**src/design/bsc_mul.sv**
```systemverilog
// Iterative 64x64 multiplier, low 64 bits, on one 32x32 multiplier over three partial products
`timescale 1ns / 1ps
`default_nettype none
module bsc_mul (
  input  wire logic        clk,
  input  wire logic        rst_n,
  input  wire logic        start,
  input  wire logic [63:0] op_a,
  input  wire logic [63:0] op_b,
  output logic             done,
  output logic [63:0]      prod
);

  logic [63:0] a_r, b_r, acc_r;
  logic [1:0]  phase_r;
  logic        busy_r, done_r;
  logic [31:0] mx, my;
  logic [63:0] m;

  // Partial product select: lo*lo, lo*hi, hi*lo
  always_comb begin
    case (phase_r)
      2'd0:    begin mx = a_r[31:0];  my = b_r[31:0];  end
      2'd1:    begin mx = a_r[31:0];  my = b_r[63:32]; end
      default: begin mx = a_r[63:32]; my = b_r[31:0];  end
    endcase
    m = mx * my;
  end

  // Control
  always_ff @(posedge clk) begin
    if (!rst_n) begin
      busy_r  <= 1'b0;
      done_r  <= 1'b0;
      phase_r <= 2'd0;
    end else begin
      done_r <= 1'b0;
      if (start) begin
        busy_r  <= 1'b1;
        phase_r <= 2'd0;
      end else if (busy_r) begin
        if (phase_r == 2'd2) begin
          busy_r <= 1'b0;
          done_r <= 1'b1;
        end
        phase_r <= phase_r + 2'd1;
      end
    end
  end

  // Operands and accumulator
  always_ff @(posedge clk) begin
    if (start) begin
      a_r <= op_a;
      b_r <= op_b;
    end else if (busy_r) begin
      if (phase_r == 2'd0) acc_r <= m;
      else                 acc_r <= acc_r + {m[31:0], 32'd0};
    end
  end

  assign done = done_r;
  assign prod = acc_r;

endmodule
`default_nettype wire

```
**config.mk**
```make
export PLATFORM = sky130hd
export DESIGN_NAME = bsc_mul
export DESIGN_NICKNAME = d
export VERILOG_FILES = /design/src/design/bsc_mul.sv
export SDC_FILE = /design/constraint.sdc
export NUM_CORES = 2
export LEC_CHECK = 0
export ABC_AREA = 0
export BUFFER_PORTS_ARGS = -buffer_cell sky130_fd_sc_hd__buf_2
export CAP_MARGIN = 20
export CORE_MARGIN = 2
export CORE_UTILIZATION = 32
export CTS_CLUSTER_DIAMETER = 30
export DETAILED_ROUTE_END_ITERATION = 8
export MAX_ROUTING_LAYER = met4
export SLEW_MARGIN = 20
export SYNTH_ARGS = -nofsm -noshare
export SYNTH_HDL_FRONTEND = slang
export SYNTH_SLANG_ARGS = --single-unit
```
**constraint.sdc**
```tcl
create_clock -name clk -period 13.52 [get_ports clk]
set_input_delay 2.704 -clock clk [delete_from_list [all_inputs] [get_ports clk]]
set_output_delay 2.704 -clock clk [all_outputs]
set_load 0.01 [all_outputs]
```
==> After elaboration in Yosys (flattened, before gate mapping) <==
Index checks and enable logic that the tools add are counted.
{ "word_totals": {"ff_bits": 196, "mem_bits_ro": 0, "wordCells": 26, "latch_bits": 0, "mem_bits_rw": 0, "n_memories": 0} }
{ "classes": {"n_eq_ne": 2, "shift": 0, "muxes": 7, "add_sub_neg": 2, "n_lt_le_gt_ge": 0, "n_reduce_logical": 5, "n_div": 0, "bitwise": 3, "n_mul": 1} }
{ "ops": {"columns": ["cell", "count"], "rows": [
  ["adder 64 bit", 1],
  ["multiplier 32 x 32 -> 64 bit", 1],
  ["2-to-1 mux 32 bit", 2],
  ["2-to-1 mux 64 bit", 1],
  ["2-to-1 mux 1 bit", 4],
  ["OR reduction 2 bit", 2],
  ["inverter 1 bit", 3],
  ["OR reduction 3 bit", 1],
  ["adder 2 x 1 -> 2 bit, second input constant", 1],
  ["equality test 2 x 1 -> 1 bit, second input constant", 1],
  ["equality test 2 bit, second input constant", 1],
  ["zero test 2 bit", 1],
  ["AND reduction 2 bit", 1]
]} }

==> Longest topological paths before layout <==
{ "depth": {"word_depth": 6, "depth_mapped": 43, "ltp_nobuf": 39} }

==> Worst setup path after synthesis <==
OpenSTA, ideal clock, no wires.
{ "synth_path": {"path_type": "register to register", "from": "register phase_r[1]", "to": "register acc_r[61] (netlist: prod[61]) (data pin)", "stages_incl_launch_ff": 41, "slack_ns": 3.710, "path_buffers": 5, "required_ns": 13.250, "t_arrival_ns": 9.540, "period_less_slack_ns": 9.810, "cell_sequence": "dfxtp_1 inv_1 ha_1 clkbuf_1 nor2_1 buf_2 buf_2 mux2i_1 clkbuf_1 nor2_1 fa_1 fa_1 fa_1 inv_1 fa_1 inv_1 fa_1 inv_1 [... 5 more ...] nand4_1 nor4_1 nand3_1 nand3_1 and2_1 and4_1 nor3_1 xnor2_1 ha_1 clkbuf_1 nand2_1 nor2_1 nand4_1 o41ai_1 a21oi_1 xnor2_1 nor2_1 a21oi_1"} }
{ "synth_between": {"elab_chain_len": 6, "elab_cells_between_ends": 8, "cone_classes": "add/sub (1); mul (1); eq/ne (1); mux (3); reduce/logical (2)"} }
{ "synth_lines": {"columns": ["item", "line_no", "text"], "rows": [
  ["from (decl)", "15", "logic [1:0] phase_r;"],
  ["from (signal assigned)", "46", "phase_r <= phase_r + 2'd1;"],
  ["equality test 2 x 1 -> 1 bit / zero test 2 bit (equally long branches)", "22, 57", null],
  ["OR reduction 2 bit (no source line)", null, null],
  ["2-to-1 mux 32 bit", "22", "case (phase_r)"],
  ["multiplier 32 x 32 -> 64 bit", "27", "m = mx * my;"],
  ["adder 64 bit", "58", "else acc_r <= acc_r + {m[31:0], 32'd0};"],
  ["2-to-1 mux 64 bit *", "57", "if (phase_r == 2'd0) acc_r <= m;"],
  ["to (signal assigned)", "57", null],
  ["to (signal assigned)", "58", null],
  ["to (decl)", "14", "logic [63:0] a_r, b_r, acc_r;"]
]} }
Mark *: on every way between the ends. The rest lies on a longest branch, timed or not.
A chain may end at the register's enable or synchronous reset.

==> Final worst setup path <==
{ "layout_path": {"from": "register phase_r[0]", "to": "register acc_r[63] (netlist: prod[63]) (data pin)"} }
The elaborated chain is that of the path after synthesis.

==> impl_results.md <==
* Row count at around 130
* WP data required at about 14000 ps
* Clk buf depth at 2
* Ys flop type: edfxtp_1
* Sequential-to-total area share from yosys stat at between 10% and 20%
* Number of CTS-inserted buffers at 17
* Fin util at roughly a third
* Final net count at ~5700
* Gr usage total at between 20% and 30%
* Asr flop ratio synth at 0%
* Ports at 196
* Hold endpoint: phase_r[1]$_SDFFE_PP0P_
* Final Hold Viols at 0
* Die Y at 363 microns
* Post-detail-place hpwl at about 110 mm
* Vias in the first global route at between 30000 and 40000
* Worst reg2reg path endpoint: prod[63]$_DFFE_PP_
* Crit share post-route at 84.3%
* Xor/xnor share of the synthesized area at under 10%
* Most common cell after layout, fill and taps aside: fa_1
* Core footprint at about 130000 sq um
* First-pass GRT wire length at 204 mm
* Complex-gate fraction of the synthesized area at 4.97%
* Post-synthesis mux area share at 3.16%
* Routability congestion estimate at 0.993
* Reg2Reg Depth at 33
* Max capacitance violation total at 0
* Post-Synth Adder-Cell Area at 52.8%
* # clock sinks at about 200
* Post-DR vias/cell at 5.06
* Hold buffers post-CTS at 0
* Layout cells sized above 1 at approximately a tenth
* Slew Viols, Final at 0
* Fillers at around 13000
* Crit path launch type: register
* Gate Count Post-Synth at roughly 4300
* Status: finished, final reports clean
* Grt total ovfl at 0
* Drt drc at 0
* Finish-stage setup viols at 0
* CTS tree: built
* Initial Util at 32.3%
* Post-synthesis simple-gate area fraction at 13.2%
* Slowest Stage Delay on Critical Path at around 980 ps
* Initial antenna violation count at 6
* WL per Instance at 21.9 microns
* Syn_nets at around 5600
* Root buf cell: clkbuf_16
* Fmax at just under 0.09 GHz
* Largest family of logic cells by synthesized area: adder cells
* Tmin final at around 11000 ps
* Maximum fanout along the worst path at 41
* Final hold slack at 543 ps
* Arrival time at the worst endpoint at around 12000 ps
* Layout Area Growth over Synthesis at 8.59%
* Slew headroom at between 20% and 30%
* Skew-Pair Late Insertion Delay at 540 ps
* Worst-path clk slew at 90 ps
* Synth cell types at 77
* Yosys reg bits at around 200
* Die width at approximately 360 microns
* Slowest-stage cell, CP: mux2i_1
* Setup Crit Path Kind: register to register
* Worst hold path stage count at 2
* Port buffer count at a little under 200
* Synth warnings at 0
* Setup Skew at approximately 21 ps
* Die area at 131000 sq um
* Drt first pass iters at 6
* Flop2flop setup slack at ~2100 ps
* Routed WL at around 130 mm
* Post_cts resized at 0
* Placement Setup Slack at between 2000 and 2500 ps
* Min-delay src: phase_r[1]$_SDFFE_PP0P_
* Most frequent CP cell: fa_1
* CTS H-tree lvls at 4
* Worst min-delay path class: register to register
* Starting DRT DRC Count at approximately 2800
* Final setup TNS at 0 ps
* Post-route ant nets at 0
* Critical path endpoint category: register
* Reg2reg start: phase_r[0]$_SDFFE_PP0P_
* Mean Syn Cell Area at between 9 and 10 sq um
* Setup Buffers After CTS at 0
* Via count at approximately 31000
* Post-synth EDFFs at ~190
* Most frequent cells in the layout: fa_1 (897), inv_1 (877), nand2_1 (726)
* Largest net degree at the start of global routing at between 60 and 70
* RSZ-0062 raised after global routing: false
* Final setup margin at ~2100 ps
* Area of the mapped netlist at about 40000 sq um
* Worst Max-Slew Pin Slew at 1140 ps
==> how the worst max path moves through the flow <==
stage / slack, ps / endpoint / startpoint
after CTS: 2210 / prod[63]$_DFFE_PP_ / phase_r[0]$_SDFFE_PP0P_
after floorplan: 3710 / prod[61]$_DFFE_PP_ / phase_r[1]$_SDFFE_PP0P_
after global placement: 2430 / prod[63]$_DFFE_PP_ / phase_r[0]$_SDFFE_PP0P_
after detailed placement: 2240 / prod[63]$_DFFE_PP_ / phase_r[0]$_SDFFE_PP0P_
final: 2130 / prod[63]$_DFFE_PP_ / phase_r[0]$_SDFFE_PP0P_
after global routing: 1560 / prod[61]$_DFFE_PP_ / phase_r[0]$_SDFFE_PP0P_
==> synthesized netlist by cell type, drive strengths merged, types with 2 or more instances <==
library cell  instances  share of area (%)
and4                  5               0.11
a311oi                3               0.11
o21bai               14               0.26
nand3                21               0.27
xnor2                59                1.3
o211ai                5               0.12
mux2i                59                1.4
ha                  299                9.1
o21a                  9               0.16
buf                  32               0.39
and2                 51               0.78
dfxtp                 4               0.19
nor3b                 2              0.036
nand2               727                6.6
edfxtp              192                 14
nor3                 14               0.18
a31oi                11               0.23
o31ai                 4               0.12
nor2b                16               0.24
a21oi               114                1.4
inv                 877                8.0
and3                  6              0.091
o21ai                61               0.77
mux2                 63                1.7
o22ai                 5              0.076
a2111oi               4               0.13
a221o                 2              0.049
o41ai                 3              0.082
nor4                  5              0.091
clkbuf              167                1.5
nand2b               14               0.21
fa                  897                 44
nor2                431                3.9
a211o                 4              0.085
xor2                 24               0.51
or2                   5              0.076
a41oi                 4              0.085
a211oi               13               0.27
nand4                23               0.35
a21boi                4              0.073
a21o                 43               0.78
==> metal layers <==
layer | track usage, % | share of wire (%) | up-vias
met2 | 32.5 | 46 | 1353
met5 | - | 0 | -
met4 | 6.20 | 2.9 | 0
met3 | 4.51 | 9.1 | 209
li1 | - | - | 13195
met1 | 28.8 | 42 | 15961
==> worst max-delay path, delay by kind of cell, from the launching register on <==
| kind | cells | cell delay [ps] |
|---|---|---|
| AO/OA/AOI/OAI | 5 | 1030 |
| XOR/XNOR | 2 | 590 |
| adder cells (fa/ha/maj) | 11 | 5340 |
| buffers and inverters | 6 | 650 |
| flip-flops | 1 | 410 |
| multiplexers | 2 | 1070 |
| AND/OR/NAND/NOR | 7 | 1940 |
==> flip-flops by register name (all words and copies together), names as in the netlist <==
| name | count |
|---|---|
| b_r | 64 |
| prod | 64 |
| done | 1 |
| busy_r | 1 |
| phase_r | 2 |
| a_r | 64 |
==> cell families after synthesis <==
logic type | after synthesis
xor gates and xnor gates | 84
adders and majority gates | 1196
DFF | 196
AOI/OAI and AO/OA | 309
and+or+nand+nor | 1327
buffers and inverters | 1076
muxes | 122
==> cell type report <==
type / instances / area (sq um) / share of cell area (%)
antenna: 6 / 15.0 / 0.0336
clock buffer: 17 / 425 / 0.953
clock inverter: 15 / 184 / 0.412
inverter: 877 / 3290 / 7.37
multi-input combinational: 3038 / 31300 / 70.2
sequential: 196 / 5850 / 13.1
tap: 1662 / 2080 / 4.66
timing repair buffer: 260 / 1480 / 3.32
==> metrics by stage <==
step                      area (sq um)  cells
after floorplan                  41100   4310
after global placement           44000   6033
after detailed placement         44000   6033
after CTS                        44600   6065
after global routing             44700   6070
final                            44700   6071
Power is not shown: default switching activity piles up to over one toggle a cycle in this logic, so the estimate is an artifact.
