### src/design/bsc_div.sv
// Signed 64-bit restoring divider, truncating toward zero, one quotient bit per cycle
`timescale 1ns / 1ps
`default_nettype none
module bsc_div (
  input  wire logic        clk,
  input  wire logic        rst_n,
  input  wire logic        start,
  input  wire logic [63:0] num,
  input  wire logic [63:0] den,
  output logic             done,
  output logic [63:0]      quot
);

  logic [63:0] den_r, rem_r, quo_r, q_out_r;
  logic [5:0]  cnt_r;
  logic        neg_r, busy_r, done_r;
  logic [64:0] trial;
  logic [63:0] rem_nxt, quo_nxt;
  logic        fits;

  // One restoring step
  always_comb begin
    trial   = {rem_r, quo_r[63]} - {1'b0, den_r};
    fits    = !trial[64];
    rem_nxt = fits ? trial[63:0] : {rem_r[62:0], quo_r[63]};
    quo_nxt = {quo_r[62:0], fits};
  end

  always_ff @(posedge clk) begin
    if (!rst_n) begin
      busy_r <= 1'b0;
      done_r <= 1'b0;
      cnt_r  <= '0;
    end else begin
      done_r <= 1'b0;
      if (start) begin
        busy_r <= 1'b1;
        cnt_r  <= '1;
      end else if (busy_r) begin
        cnt_r <= cnt_r - 6'd1;
        if (cnt_r == 6'd0) begin
          busy_r <= 1'b0;
          done_r <= 1'b1;
        end
      end
    end
  end

  // Magnitudes, shift, and final sign fix
  always_ff @(posedge clk) begin
    if (start) begin
      quo_r <= num[63] ? 64'd0 - num : num;
      den_r <= den[63] ? 64'd0 - den : den;
      rem_r <= '0;
      neg_r <= num[63] ^ den[63];
    end else if (busy_r) begin
      rem_r <= rem_nxt;
      quo_r <= quo_nxt;
      if (cnt_r == 6'd0) q_out_r <= neg_r ? 64'd0 - quo_nxt : quo_nxt;
    end
  end

  assign done = done_r;
  assign quot = q_out_r;

endmodule
`default_nettype wire

### config.mk
export PLATFORM = sky130hd
export DESIGN_NAME = bsc_div
export DESIGN_NICKNAME = d
export VERILOG_FILES = /design/src/design/bsc_div.sv
export SDC_FILE = /design/constraint.sdc
export NUM_CORES = 1
export LEC_CHECK = 0
export BUFFER_PORTS_ARGS = -buffer_cell sky130_fd_sc_hd__buf_4
export CAP_MARGIN = 15
export CELL_PAD_IN_SITES_DETAIL_PLACEMENT = 2
export CELL_PAD_IN_SITES_GLOBAL_PLACEMENT = 2
export CORE_MARGIN = 2
export CORE_UTILIZATION = 37
export DETAILED_ROUTE_END_ITERATION = 7
export PLACE_DENSITY_LB_ADDON = 0.25
export SLEW_MARGIN = 20
export SYNTH_ARGS = -nofsm -noshare
export SYNTH_HDL_FRONTEND = slang
export SYNTH_SLANG_ARGS = --single-unit
### constraint.sdc
create_clock -name clk -period 9.1 [get_ports clk]
set_input_delay 0.455 -clock clk [delete_from_list [all_inputs] [get_ports clk]]
set_output_delay 0.455 -clock clk [all_outputs]
set_load 0.05 [all_outputs]
* Word-level counts from Yosys, hierarchy flattened
Cells that the tools add are included.
** Operators by class
- $add $sub $neg :: 5
- Multiplexer cells :: 12
- Bitwise operators :: 4
- Reductions and logical operators :: 5
** Operators with widths (number)
- 64-bit 2-to-1 mux :: 5
- 1-bit by 64-bit subtractor with 64-bit output (first input constant) :: 3
- 65-bit by 64-bit subtractor with 65-bit output :: 1
- 63-bit 2-to-1 mux :: 1
- 6-bit 2-to-1 mux :: 2
- 6-bit zero test :: 1
- 6-bit by 1-bit subtractor with 6-bit output (second input constant) :: 1
- 1-bit 2-to-1 mux :: 4
- 1-bit NOT :: 3
- 3-bit AND reduction :: 1
- 3-bit OR reduction :: 1
- 2-bit nonzero test :: 1
- 1-bit zero test :: 1
- 1-bit bitwise XOR :: 1
** Storage, ports and cells
- Bits in registers :: 265
- Input bits :: 131

* Longest topological paths before layout
Gate-level depths: netlist of run 1.
- Depth in word-level cells :: 4
- Mapped depth :: 27

* Worst setup path after synthesis of run 1
Ideal clock, no wire load.
- Kind :: input to register
- From :: input start
- To :: register q_out_r[0], in the netlist quot[0] (enable)
- Library setup time :: 0.646 ns
- Data arrival time :: 6.918 ns
- Required time :: 8.454 ns
- Setup slack :: 1.536 ns
- Stages on the path :: 3
- Path buffers :: 1
- Cell sequence :: clkbuf_1 -> nand3b_1 -> nor4_1
** On the way
- Cells in the longest elaborated chain, start to end :: 2
** RTL lines
- start, declared :: RTL line 7 : input wire logic start,
- 1-bit NOT (no source line)
- 3-bit AND reduction (no source line)
- end signal, assigned :: RTL line 59 : if (cnt_r == 6'd0) q_out_r <= neg_r ? 64'd0 - quo_nxt : quo_nxt;
- end, declared :: RTL line 14 : logic [63:0] den_r, rem_r, quo_r, q_out_r;
Every way passes these cells.
A chain may end at the register's enable or synchronous reset.

* Worst setup path after layout of run 1
- From :: register den_r[0]
- To :: register q_out_r[56], in the netlist quot[56] (data pin)
** On the way
- Cells in the longest elaborated chain, start to end :: 4
** RTL lines
- start, declared :: RTL line 14
- start signal, assigned :: RTL line 53 : den_r <= den[63] ? 64'd0 - den : den;
- 65-bit by 64-bit subtractor with 65-bit output :: RTL line 23 : trial = {rem_r, quo_r[63]} - {1'b0, den_r};
- 1-bit zero test :: RTL line 24 : fits = !trial[64];
- 1-bit by 64-bit subtractor with 64-bit output :: RTL line 59
- 64-bit 2-to-1 mux :: RTL line 59
Every way passes these cells.

==> reports/results.txt, run 1 <==
Status = finished clean
CP Depth = 22
Post-DR wirelength/cell = 20.9 um
Synth Instances = 1879
Post-DRT Antenna Nets = 0
TritonCTS clock tree = built
Synth warnings = 0
Std-Cell Rows = 79
H-tree depth = 2
Post-Syn Area per Cell = 9.21 um2
Commonest non-fill, non-tap cell in the layout = nor2_1
Die width = 220 um
Clock transition at the register clock pins on the worst setup and hold paths after CTS = 0.06 ns
Type of origin of the critical path = register
Tcrit/Tclk final = 64.4%
DR iter-0 viols = 748
Initial Utilization = 37.3%
Initial antenna violation count = 0
I/O pin count = 196
Synthesized area = 17300 um2
Cts repair resizes = 0
Most frequent cells in the layout = nor2_1, buf_4, edfxtp_1
DR vias = 14800
Slew Viols, Final = 0
Final GP Congestion = 0.842
RR Startpoint = den_r[0]$_DFFE_PP_
CP Launch Point = den_r[0]$_DFFE_PP_
Worst path slowest cell = or3_1
Top cell type's share of synthesized area = 33.5%
Yosys reg bits = 265
Post-synth top flop = edfxtp_1
Area growth, synth to finish = 17.7%
Ant. Diodes = 0
Final setup margin = 3.24 ns
Final HPWL DP = 40.5 mm
Place WS = 3.17 ns
Largest area contributor in the netlist = edfxtp_1
Netlist cell types = 71
Finish-stage setup viols = 0
Worst-Margin Slew = 1.06 ns
Worst-path maximum fanout = 7
R2R depth = 22
WP buf/inv = 0
Fill cells = 5021
Maximum root-to-sink buffer count = 3
Die H = 220 um
CP delay by family, top = simple AND/OR/NAND/NOR gates
Post-layout instance area = 20400 um2
Leakage = 0.00775 uW
DRC = 0
CTS Root Cell = clkbuf_16
Setup bufs post-CTS = 0
CTS sink count = 265
Worst hold start = den[0]
Synth area leaders = edfxtp_1, dfxtp_1, xnor2_1, a21oi_1, ha_1
Critical path class = register to register
Largest net degree at the start of global routing = 114
Slew margin rel. = 29.5%
Critical path, cell by cell = ha_1 -> fa_1 -> nand2b_1 -> a21oi_1 -> o211ai_1 -> a21oi_1 -> a21o_1 -> a31o_2 -> a21boi_0 -> o211ai_1 -> ha_1 -> nor2b_1 -> nand2_1 -> or2_2 -> nor2_1 -> nand2_2 -> or2_1 -> or3_1 -> nor3_2 -> nand2_1 -> o31ai_1 -> xnor2_1
Post-layout net count = 2228
Min Tclk post-route = 5.86 ns
PortBufs = 195
Total global-route track usage = 22.8%
Clock skew = 0.0155 ns
Crit path DAT = 6.14 ns
Setup crit end kind = register
R2r endpoint = quot[56]$_DFFE_PP_
Post-synthesis sequential area ratio = 41.8%
Power Dens Cells = 180 nW/um2
Hold depth = 1
Placed inst area = 19300 um2
Clock latency on the worst-skew pair = 0.55 ns
Largest stage delay, worst path = 0.48 ns
TritonCTS Buffers = 34
Async SR Flop Fraction = 0%
R2r setup slk = 3.24 ns
Total Wirelength = 55.6 mm
Worst Setup EP = quot[56]$_DFFE_PP_
Final TNS setup = 0 ns
Overflow after GRT = 0
Overall power = 3670 uW
Die Footprint = 48500 um2
Peak VDD IR = 0.000112 V
RSZ-0062 raised after global routing = no
Final Hold Vio Count = 0
Max-cap violation count = 0
Layout cells sized above 1 = 14.4%
Max Clk Rate = 171 MHz
Syn nets = 2080
Post-synth EDFFs = 193
Core area = 46400 um2
Cts hold-fix bufs = 0
Vias in the first global route = 16000
Required time of the critical path = 9.38 ns
First-pass GRT wire length = 87.9 mm
Vias per inst = 5.58
Hold Path Class = input port to register
Total iterations of the first detailed-routing run = 5
synthesized netlist by cell type (all sizes together) (13+ instances only):
cell type / count
ha: 69
xnor2: 157
xor2: 86
nand2: 113
clkbuf: 86
mux2i: 15
nor2: 215
edfxtp: 193
or4: 27
nand3: 26
nor3: 24
a21oi: 174
inv: 94
nor4: 14
o41ai: 31
o21a: 13
a21o: 31
or3: 29
dfxtp: 72
o21ai: 122
or2: 15
and2: 14
o31ai: 56
nand2b: 21
nand4: 17
a211oi: 59
metrics by stage:
| stage | util [%] | cells | hold WS, ns |
|---|---|---|---|
| after global routing | 43.9 | 2658 | 0.145 |
| after detailed placement | 41.5 | 2598 | 0.500 |
| after floorplan | - | 1879 | 0.449 |
| after global placement | 41.5 | 2598 | 0.480 |
| after CTS | 43.9 | 2658 | 0.128 |
| final | 43.9 | 2658 | 0.162 |
sequential cells by signal (all words and copies together), names as in the netlist:
name,count
neg_r,1
rem_r,64
done,1
cnt_r,6
quot,64
quo_r,64
den_r,64
busy_r,1
metal layers:
layer  wire length (um)  global-route usage (%)  vias to the layer above
met5                  0                       0                        -
met4               1120                    6.00                        0
met3               1870                    2.61                       73
met2              27800                    40.7                      229
met1              24800                    29.1                     7386
li1                   -                       -                     7142
final cells by class:
| type | instances | area, um2 | area share [%] |
|---|---|---|---|
| repair buffers | 204 | 1540 | 7.55 |
| inverters | 94 | 353 | 1.73 |
| clock buffers | 44 | 910 | 4.47 |
| multi-input cells | 1428 | 9370 | 46.0 |
| flip-flops and latches | 265 | 7240 | 35.6 |
| clock inverters | 16 | 189 | 0.928 |
| well taps | 607 | 759 | 3.73 |
worst min-delay path by stage:
stage                             endpoint  slack, ns
finish                  den_r[0]$_DFFE_PP_       0.16
floorplan           rem_r[62]$_SDFFE_PP0P_       0.45
global route            den_r[0]$_DFFE_PP_       0.15
CTS                     den_r[0]$_DFFE_PP_       0.13
detailed placement  rem_r[62]$_SDFFE_PP0P_       0.50
global placement    rem_r[52]$_SDFFE_PP0P_       0.48
worst reg2reg max path: cells and delay by family (launching register included):
family	cells	cell delay, ns
DFF	1	0.38
and+or+nand+nor	10	2.17
adders and majority gates	3	0.91
xor gates and xnor gates	1	0.12
AOI/OAI and AO/OA	8	2.01
where the power goes:
| part | internal [uW] | total [uW] | switching (uW) | leakage (uW) |
|---|---|---|---|---|
| combinational | 324 | 810 | 485 | 0.00478 |
| sequential | 1420 | 1500 | 74.6 | 0.00243 |
| clock | 821 | 1360 | 543 | 0.000532 |
cells by family (layout without fill, tap and decap cells):
kind of cell,after synthesis,count (layout),share of synthesized area [%]
AO/OA/AOI/OAI,557,557,20.6
AND/OR/NAND/NOR,540,540,15.0
flip-flops,265,265,41.8
XOR/XNOR,243,243,12.3
buffers and inverters,186,358,4.05
adder cells (fa/ha/maj),70,70,5.11
multiplexers,18,18,1.06
Power figures use the tool's default switching activity.
==> run 2, diff against run 1 <==
clock period = 5.5 ns   (was 9.1 ns; I/O delays follow)
==> run 2 against run 1 <==
Compared with the run above: die area unchanged; worst setup slack got worse by 2.9 ns; global-route usage increased by 0.93 points; sequential share of layout area decreased by 0.99 points; register-to-register slack got worse by 2.9 ns; cell area increased by 2.9%; wire length increased by 4.6%; clock skew increased by 0.0091 ns; largest power group unchanged.
==> reports/results.txt, run 2 (synthesis results as in run 1) <==
CTS sink count = 265
CP delay by family, top = simple AND/OR/NAND/NOR gates
Leakage = 0.00801 uW
R2R depth = 24
Overall power = 6060 uW
Area growth, synth to finish = 21.0%
Power Dens Cells = 290 nW/um2
Clock skew = 0.0246 ns
Met2 Track Usage GR = 44.0%
Final GP Congestion = 0.877
Total Wirelength = 58.2 mm
Crit path DAT = 5.53 ns
PortBufs = 195
Setup crit end kind = register
Routing usage on met3 = 2.49%
Final Hold Vio Count = 0
WP buf/inv = 2
First-pass GRT wire length = 91.3 mm
Top Usage Layer GRT = met2
R2r endpoint = quot[54]$_DFFE_PP_
DRC = 0
Dpl cells = 2603
Hold depth = 2
Tcrit/Tclk final = 94.2%
Post-layout net count = 2281
Fin Hold WS = 0.0300 ns
Vias per inst = 5.59
Die Footprint = 48500 um2
RR Startpoint = quo_r[63]$_DFFE_PP_
Die H = 220 um
Overflow after GRT = 0
Fin cells = 2712
Vias in the first global route = 16600
Initial antenna violation count = 0
Worst path slowest cell = fa_1
Die width = 220 um
Status = finished clean
TritonCTS Buffers = 31
Total global-route track usage = 23.7%
Std-Cell Rows = 79
Final HPWL DP = 41.5 mm
Slew margin rel. = 30.3%
Critical path class = register to register
Min Tclk post-route = 5.18 ns
Largest net degree at the start of global routing = 84
Max Clk Rate = 193 MHz
DR iter-0 viols = 838
Clock latency on the worst-skew pair = 0.61 ns
Core area = 46400 um2
TritonCTS clock tree = built
Worst-Margin Slew = 1.04 ns
Maximum root-to-sink buffer count = 3
Clock transition at the register clock pins on the worst setup and hold paths after CTS = 0.06 ns
Slew Viols, Final = 0
M1 GR Usage = 29.3%
Commonest non-fill, non-tap cell in the layout = nor2_1
Hold endpoint = den_r[19]$_DFFE_PP_
Total iterations of the first detailed-routing run = 5
CTS Root Cell = clkbuf_16
Post-DR wirelength/cell = 21.4 um
I/O pin count = 196
Most frequent cells in the layout = nor2_1, buf_4, edfxtp_1
Ant. Diodes = 0
H-tree depth = 1
R2r setup slk = 0.32 ns
Critical path, cell by cell = inv_1 -> ha_1 -> fa_1 -> nand2b_4 -> a21oi_2 -> o211ai_1 -> a21oi_2 -> a21o_1 -> a31o_4 -> a21boi_1 -> o211ai_1 -> buf_4 -> ha_1 -> nor2b_4 -> nand2_1 -> or2_2 -> nor2_2 -> nand2_2 -> or2_4 -> or3_1 -> nor3_2 -> nand2_2 -> o31ai_4 -> xnor2_1
Post-DRT Antenna Nets = 0
Finish-stage setup viols = 0
Required time of the critical path = 5.84 ns
Initial Utilization = 37.3%
Peak VDD IR = 0.000208 V
Worst hold start = den[19]
Worst-path maximum fanout = 6
Final TNS setup = 0 ns
Largest stage delay, worst path = 0.40 ns
Type of origin of the critical path = register
Layout cells sized above 1 = 15.0%
Hold Path Class = input port to register
DR vias = 15100
Max-cap violation count = 0
==> run 2: worst max path at each step <==
stage | depth (start not counted) | start | endpoint | slack, ns
final | 24 | quo_r[63]$_DFFE_PP_ | quot[54]$_DFFE_PP_ | 0.32
after global routing | 22 | den_r[45]$_DFFE_PP_ | quot[54]$_DFFE_PP_ | -0.06
after CTS | 24 | quo_r[63]$_DFFE_PP_ | quot[54]$_DFFE_PP_ | 0.02
after detailed placement | 22 | den_r[0]$_DFFE_PP_ | quot[54]$_DFFE_PP_ | -0.19
after global placement | 22 | den_r[0]$_DFFE_PP_ | quot[56]$_DFFE_PP_ | 0.12
after floorplan | 26 | den_r[0]$_DFFE_PP_ | quot[54]$_DFFE_PP_ | 0.03
==> run 2: report_power, final <==
part | switching [uW] | internal, uW | total [uW] | leakage (uW)
Sequential | 136 | 2350 | 2490 | 0.00243
Combinational | 812 | 567 | 1380 | 0.00505
Clock | 883 | 1310 | 2200 | 0.000521
==> run 2: repair_timing <==
action                                  CTS  global route
endpoints found under the setup margin    7            20
pin swaps                                 1             8
setup buffers                             1             4
resized for setup                         1            14
hold endpoints to repair                 53             0
hold buffers                             45             0
==> run 2: area by class of cell <==
| type | instances | area (um2) |
|---|---|---|
| clock buffers | 43 | 851 |
| clock inverters | 15 | 215 |
| fillers | 4923 | 25400 |
| inverters | 94 | 353 |
| multi-input cells | 1428 | 9440 |
| flip-flops and latches | 265 | 7240 |
| well taps | 607 | 759 |
| repair buffers | 260 | 2080 |
==> run 2: stage by stage <==
stage / util, % / worst slack (ns) / instance area [um2]
global placement: 41.6 / 0.122 / 19300
floorplan: - / 0.0349 / 17300
global route: 45.2 / -0.0611 / 20900
finish: 45.2 / 0.320 / 20900
CTS: 44.9 / 0.0173 / 20800
detailed placement: 41.6 / -0.192 / 19300
==> run 2: metal layers <==
metal  vias to the layer above  share of wire [%]
li1                       7242                  -
met1                      7592                 44
met2                       246                 51
met3                        67                2.9
met4                         0                2.2
met5                         -                  0
==> run 3, diff against run 2 <==
RECOVER_POWER = 50   (was unset)
==> run 3 against run 2 <==
Compared with the run above: clock power barely moved; non-clock buffer count is the same; wire length rose by 0.26%; sequential cell count stayed put; the flow now finishes with violations (capacitance limit, slew limit); largest cell class unchanged; combinational power about the same; power about the same; fmax about the same.
==> reports/results.txt, run 3 (synthesis results as in run 1) <==
Status = finished, violations left
Vias per inst = 5.58
Clock transition at the register clock pins on the worst setup and hold paths after CTS = 0.06 ns
DRC = 0
Worst-Margin Slew = 3.07 ns
Finished Core Util = 44.5%
Place WS = -0.192 ns
Worst path slowest cell = fa_1
Std-Cell Rows = 79
Met3 wire len = 1.84 mm
WP buf/inv = 2
Die H = 220 um
Worst hold start = den[19]
Post-layout net count = 2281
Post-layout instance area = 20700 um2
CTS sink count = 265
Peak VDD IR = 0.000208 V
Failing checks = capacitance limit, slew limit
Slew Viols, Final = 324
Die Footprint = 48500 um2
Ant. Diodes = 0
Maximum root-to-sink buffer count = 3
Max Clk Rate = 193 MHz
Dpl cells = 2603
Layout cells sized above 1 = 11.5%
Initial Utilization = 37.3%
Tcrit/Tclk final = 94.3%
Critical path, cell by cell = inv_1 -> ha_1 -> fa_1 -> nand2b_4 -> a21oi_2 -> o211ai_1 -> a21oi_2 -> a21o_1 -> a31o_4 -> a21boi_1 -> o211ai_1 -> buf_4 -> ha_1 -> nor2b_4 -> nand2_1 -> or2_2 -> nor2_2 -> nand2_2 -> or2_4 -> or3_1 -> nor3_2 -> nand2_2 -> o31ai_4 -> xnor2_1
Placed inst area = 19300 um2
Commonest non-fill, non-tap cell in the layout = nor2_1
PortBufs = 195
Met1 wire length = 25.6 mm
Clock latency on the worst-skew pair = 0.60 ns
Power Dens Cells = 294 nW/um2
Fin cells = 2712
Critical path class = register to register
Core area = 46400 um2
TritonCTS clock tree = built
Crit path DAT = 5.53 ns
Total global-route track usage = 23.7%
Post-DRT Antenna Nets = 0
Total iterations of the first detailed-routing run = 5
Slew margin rel. = -105%
Hold Path Class = input port to register
CP delay by family, top = simple AND/OR/NAND/NOR gates
Largest net degree at the start of global routing = 84
Most frequent cells in the layout = nor2_1, edfxtp_1, a21oi_1
CTS Root Cell = clkbuf_16
Type of origin of the critical path = register
TritonCTS Buffers = 31
Area growth, synth to finish = 19.4%
Setup crit end kind = register
DR vias = 15100
Fill cells = 5008
H-tree depth = 1
Max-cap violation count = 5
I/O pin count = 196
Finish-stage setup viols = 0
Final Hold Vio Count = 0
Final setup margin = 0.316 ns
RR Startpoint = quo_r[63]$_DFFE_PP_
Leakage = 0.00774 uW
Overflow after GRT = 0
Post-DR wirelength/cell = 21.5 um
Total Wirelength = 58.3 mm
Final HPWL DP = 41.5 mm
Min Tclk post-route = 5.18 ns
Largest stage delay, worst path = 0.40 ns
Die width = 220 um
DR iter-0 viols = 799
Vias in the first global route = 16600
First-pass GRT wire length = 91.3 mm
Worst-path maximum fanout = 6
Met2 Routed Length = 29.6 mm
Initial antenna violation count = 0
Clock skew = 0.0221 ns
Final GP Congestion = 0.877
CP Launch Point = quo_r[63]$_DFFE_PP_
Required time of the critical path = 5.84 ns
Top Layer Used = met4
-- run 3: area by class of cell --
type	instances	area [um2]	area share (%)
timing repair buffer	260	1800	8.71
sequential	265	7240	35.1
clock buffer	43	851	4.12
clock inverter	15	215	1.04
multi-input combinational	1428	9430	45.7
inverter	94	353	1.71
tap	607	759	3.68
-- run 3: worst paths after layout --
path	endpoint	slack [ns]	depth (start not counted)
setup reg to reg	quot[54]$_DFFE_PP_	0.32	24
setup / recovery	quot[54]$_DFFE_PP_	0.32	24
hold reg to reg	rem_r[54]$_SDFFE_PP0P_	0.50	2
hold / removal	den_r[19]$_DFFE_PP_	0.03	2
-- run 3: power breakdown --
part	internal (uW)	switching, uW	leakage [uW]
Sequential	2350	136	0.00243
Clock	1310	884	0.000521
Combinational	565	812	0.00479
-- run 3: layer usage --
| layer | GRT usage, % | vias to the layer above |
|---|---|---|
| met2 | 44.0 | 251 |
| met1 | 29.3 | 7571 |
| met4 | 5.48 | 0 |
| li1 | - | 7239 |
| met5 | 0 | - |
| met3 | 2.49 | 69 |
-- run 3: what timing repair did --
action                                  CTS  global route
hold buffers                             45             0
hold endpoints to repair                 53             0
pin swaps                                 1             8
resized for setup                         1            14
endpoints found under the setup margin    7            20
setup buffers                             1             4
-- run 3: through the flow --
| stage | hold WS [ns] | total power (uW) | TNS, ns |
|---|---|---|---|
| after floorplan | 0.374 | 3390 | 0 |
| after global placement | 0.483 | 3780 | 0 |
| after detailed placement | 0.504 | 3850 | -0.644 |
| after CTS | 0.00138 | 6100 | 0 |
| after global routing | 0.0249 | 6370 | -0.121 |
| final | 0.0299 | 6070 | 0 |
